File: src/rtl/nbvu_ram.sv
// Generic single-port-write, single-port-read RAM with a registered read.
// No dependencies.
module nbvu_ram #(
	parameter int WIDTH = 48,
	parameter int DEPTH = 64
) (
	input  logic                     clk,
	input  logic                     we,
	input  logic [$clog2(DEPTH)-1:0] waddr,
	input  logic [WIDTH-1:0]         wdata,
	input  logic [$clog2(DEPTH)-1:0] raddr,
	output logic [WIDTH-1:0]         rdata
);

	logic [WIDTH-1:0] mem [DEPTH];

	always_ff @(posedge clk) begin
		if (we) begin
			mem[waddr] <= wdata;
		end
		rdata <= mem[raddr];
	end

endmodule

File: config.mk
export PLATFORM = sky130hd
export DESIGN_NAME = nbvu_ram
export DESIGN_NICKNAME = d
export VERILOG_FILES = /design/src/rtl/nbvu_ram.sv
export SDC_FILE = /design/constraint.sdc
export NUM_CORES = 2
export LEC_CHECK = 0
export ABC_CLOCK_PERIOD_IN_PS = 9200
export BUFFER_PORTS_ARGS = -buffer_cell sky130_fd_sc_hd__buf_2
export CORE_MARGIN = 2
export CORE_UTILIZATION = 30
export CTS_BUF_LIST = sky130_fd_sc_hd__clkbuf_8
export CTS_CLUSTER_DIAMETER = 200
export CTS_CLUSTER_SIZE = 28
export DETAILED_ROUTE_END_ITERATION = 16
export GPL_TIMING_DRIVEN = 0
export PLACE_DENSITY = 0.46
export SETUP_SLACK_MARGIN = 0.4
export SLEW_MARGIN = 20
export SYNTH_ARGS = -nofsm -noshare
export SYNTH_HDL_FRONTEND = slang
export SYNTH_SLANG_ARGS = --single-unit
export TNS_END_PERCENT = 100
File: constraint.sdc
create_clock -name clk -period 9.2 [get_ports clk]
set_input_delay 1.84 -clock clk [delete_from_list [all_inputs] [get_ports clk]]
set_output_delay 1.84 -clock clk [all_outputs]
set_load 0.05 [all_outputs]
# After elaboration in Yosys (flattened, before gate mapping)

Memories as Yosys holds them, arrays and structs flattened. A register that Yosys moved wholly into a read port is not among the register bits.
Index checks and enable logic that the tools add are counted.
W data, S select, Z words.

Multiplexer cells: 2

Operators by type and width:

| kind    | count |
|---|---|
| $mux W1 | 2 |

Flip-flop bits (word level): 0
RAM bits: 3072
Output and inout bits: 48
Logic and storage cells: 3
Memories kept: 1

Memories:

| memory | words | width | rd ports | clocked after Yosys merged registers in | wr ports | RTL line | text |
|---|---|---|---|---|---|---|---|
| mem    | 64    | 48    | 1        | 1                                       | 1        | 15       | `logic [WIDTH-1:0] mem [DEPTH];` |

# Logic depth before layout (Yosys ltp)

Word-level depth: 2
Mapped depth: 9
Gate-level depth less buffers: 5

# Least setup slack after synthesis

OpenSTA, ideal clock, no wires.

Kind: input to register
Start: input waddr[3]
End: memory mem[48][0], enable pin
Library setup time: 0.513 ns
Arrival time: 5.612 ns
Data required time: 8.687 ns
Setup slack: 3.075 ns
Stages on the path: 4
Buffers on the path: 1
Cells stage by stage: clkbuf_1 nor2b_1 nand4b_1 nor3_1

RTL lines:

| item               | RTL line | text |
|---|---|---|
| start: declaration | 9        | `input logic [$clog2(DEPTH)-1:0] waddr,` |
| end: declaration   | 15       |  |

No word-level cell before the write port.

==> impl_metrics.ini <==
[outcome]
status = finished, final reports clean

[placed_design]
hpwl_um = 268400
post_dp_cell_area_sq_mm = 0.1305
gp_congestion = 0.7978
dp_slack_ps = 3109
portBuffers = 101

[global_routing]
busiest_layer = met2
grtUsageMet2_pct = 31.38
antenna_found_initial = 57
grt_pass1_vias = 56860
gr-usage-met3_pct = 2.783
use_met1_pct = 26.20
grt_util_all_layers_pct = 19.01
gr-total-overflow = 0
grt_pass1_wl_um = 511900
grt_max_degree = 65

[clock_tree]
cts.root.buffer_cell = clkbuf_8
postCtsResizedCells = 0
clk_latency_ps = 1010
cts_made_buffers = 121
cts.sinks = 3120
clk_path_buf_depth = 3
holdBufCountCts = 0
cts_tree = yes
h-tree-depth = 3
clkTransAtPathRegs_ps = 170
cts_setup_buffers = 0

[synthesis]
ys_types = 36
synthArstFlopShare_pct = 0
synth_top_area_share_pct = 78.77
syn_area_per_cell_sq_um = 23.56
synthFlopType = edfxtp_1
synth_seq_cells = 3120
yosysTopAreaCell = edfxtp_1
synth_edf_count = 3072
synth_cells = 4970
yosys_warnings = 0
synth_nets = 5032
seq_area_frac_synth_pct = 79.59
synth.cell_area_sq_mm = 0.1171
synth_area_leaders = edfxtp_1 (79%), mux4_2 (14%), dfxtp_1 (0.82%)

[sta]
max_freq_ghz = 0.1900
max_slew.worst_pin.slew_ps = 1209
final-hold-violation-count = 0
slew_viol_final = 0
setup_viol = 0
final.min_clock_period_ps = 5264
tns_ps = 0
relSlewSlack_pct = 19.39
fin_ws_ps = 3936
min_period_over_period_pct = 57.22
rsz0062_at_grt = false
skew_ps = 70.15

[setup_path]
cp-start-kind = primary input
crit_type = primary input to register
max_stage_delay_ps = 860
cp_cell_sequence = buf_2 > clkbuf_1 > nand2b_1 > clkbuf_1 > buf_2 > o22ai_1 > nor2_1 > a21oi_1 > a221oi_2
worstPathRequired_ps = 10010
arrival_ps = 6070
ff2ff_setup_slack_ps = 6420
critPathMaxFanout = 10
end_kind = register
slowest_stage = clkbuf_1

[worst_hold_path]
hold_path.class = register to register

[floorplan]
die_h_um = 628.8
core-area_sq_mm = 0.3888
start_util_pct = 30.12
io_pins = 110
die_x_um = 628.8
dieArea_sq_mm = 0.3954
core.rowCount = 229

[power]
p_seq_share_pct = 68.5
leakagePower_nw = 39.68
peakVddDrop_v = 0.0001174
total_power_w = 0.02298
power.net_switching_w = 0.005447
p_sw_share_pct = 23.71
p_int_w = 0.01753
clkPwrFrac_pct = 23.6
power_frac_comb_pct = 7.9
powerDensity_mw_per_mm2 = 173.3

[routing]
wirelength_um = 383400
drt_pre_antenna_iters = 5
vias = 57160
drtIter0Drc = 7614
via_per_inst = 5.320
drc_errors = 0
postRouteAntennaNets = 0
routedWlPerCell_um = 35.69

[cells_and_area]
finalCoreUtilization_pct = 34.10
fin_area_sq_mm = 0.1326
area_growth_pct = 13.21
nNetsFinal = 5515
drive_gt1_share_pct = 27.58

[run]
max-cap-violations = 0
-- per-layer routing --
layer | vias up | wire (um)
met4 | 14 | 11260
met1 | 32040 | 159800
met2 | 2456 | 185800
met5 | - | 99
li1 | 22270 | -
met3 | 390 | 26480
-- registers in the layout, summed over array words and instances, names as in the netlist --
signal,flops
mem,3072
rdata,48
-- cell type report --
type | instances | area, sq um
flip-flops and latches | 3120 | 93210
fillers | 36170 | 256200
plain buffers | 282 | 1514
repair buffers | 360 | 6374
multi-input cells | 1568 | 22930
diodes | 30 | 75.07
well taps | 5197 | 6502
clock inverters | 63 | 256.5
clock buffers | 125 | 1720
-- power by group through the flow --
stage,Clock (W),Combinational [W],Sequential (W)
2_1_floorplan,0,0.000752,0.0162
3_3_place_gp,0,0.00173,0.0161
3_5_place_dp,0,0.00182,0.0161
4_1_cts,0.00557,0.00183,0.0158
5_1_grt,0.00597,0.00188,0.0158
6_report,0.00542,0.00181,0.0157
-- cell usage in the layout (no fill, tap or decap), types with 3 or more instances in the layout --
| cell type | instances |
|---|---|
| a221oi_1 | 76 |
| or3b_2 | 4 |
| a31o_2 | 5 |
| a22oi_1 | 72 |
| a211oi_1 | 32 |
| nor2_1 | 69 |
| nand3b_1 | 5 |
| mux4_2 | 754 |
| clkbuf_8 | 125 |
| or2_2 | 3 |
| buf_6 | 23 |
| nand2b_1 | 10 |
| o221ai_1 | 28 |
| buf_12 | 93 |
| clkbuf_2 | 14 |
| nand3_1 | 7 |
| a311oi_1 | 11 |
| clkbuf_1 | 85 |
| a22o_1 | 57 |
| inv_1 | 61 |
| buf_2 | 160 |
| buf_4 | 123 |
| a21oi_1 | 74 |
| nand2_1 | 55 |
| or3_1 | 3 |
| o22ai_1 | 122 |
| buf_16 | 130 |
| mux2_2 | 12 |
| buf_1 | 12 |
| a221oi_2 | 7 |
| nor2_4 | 62 |
| dfxtp_1 | 48 |
| diode_2 | 30 |
| and2_1 | 3 |
| nor2b_1 | 24 |
| edfxtp_1 | 3072 |
| mux2i_1 | 63 |
-- path summary, 6_finish.rpt --
check | start | to | cells past startpoint
setup / recovery | raddr[3] | rdata[38]$_DFF_P_ | 9
hold / removal | mem[59][36]$_DFFE_PP_ | rdata[36]$_DFF_P_ | 4
setup reg to reg | mem[27][40]$_DFFE_PP_ | rdata[40]$_DFF_P_ | 4
hold reg to reg | mem[59][36]$_DFFE_PP_ | rdata[36]$_DFF_P_ | 4
-- cell families after synthesis --
group,after synthesis,synth area share [%]
buffers and inverters,282,1.279
and+or+nand+nor,253,0.9572
DFF,3120,79.59
muxes,829,15.15
AOI/OAI and AO/OA,486,3.024
-- synthesized netlist by cell type (4+ instances only) --
cell type and n:
a211oi_1 32, a21oi_1 74, a221oi_1 83, a22o_1 57, a22oi_1 72, a311oi_1 11
a31o_2 5, buf_1 12, buf_2 98, buf_4 62, buf_6 11, clkbuf_1 98
dfxtp_1 48, edfxtp_1 3072, mux2_2 12, mux2i_1 63, mux4_2 754, nand2_1 55
nand2b_1 10, nand3_1 7, nand3b_1 5, nor2_1 132, nor2b_1 24, o221ai_1 28
o22ai_1 122, or3b_2 4
-- metrics by stage --
stage / std cells / hold slack (ps)
after floorplan: 4970 / 709.6
final: 10750 / 1038
after global placement: 10270 / 1044
after CTS: 10710 / 1088
after detailed placement: 10530 / 1060
after global routing: 10740 / 1100
-- critical path, delay by kind of cell --
kind            cells  cell delay (ps)
buf+inv             4             2400
simple gates        2              600
compound gates      3             1190
No activity file was read; power rests on OpenSTA's default activity.
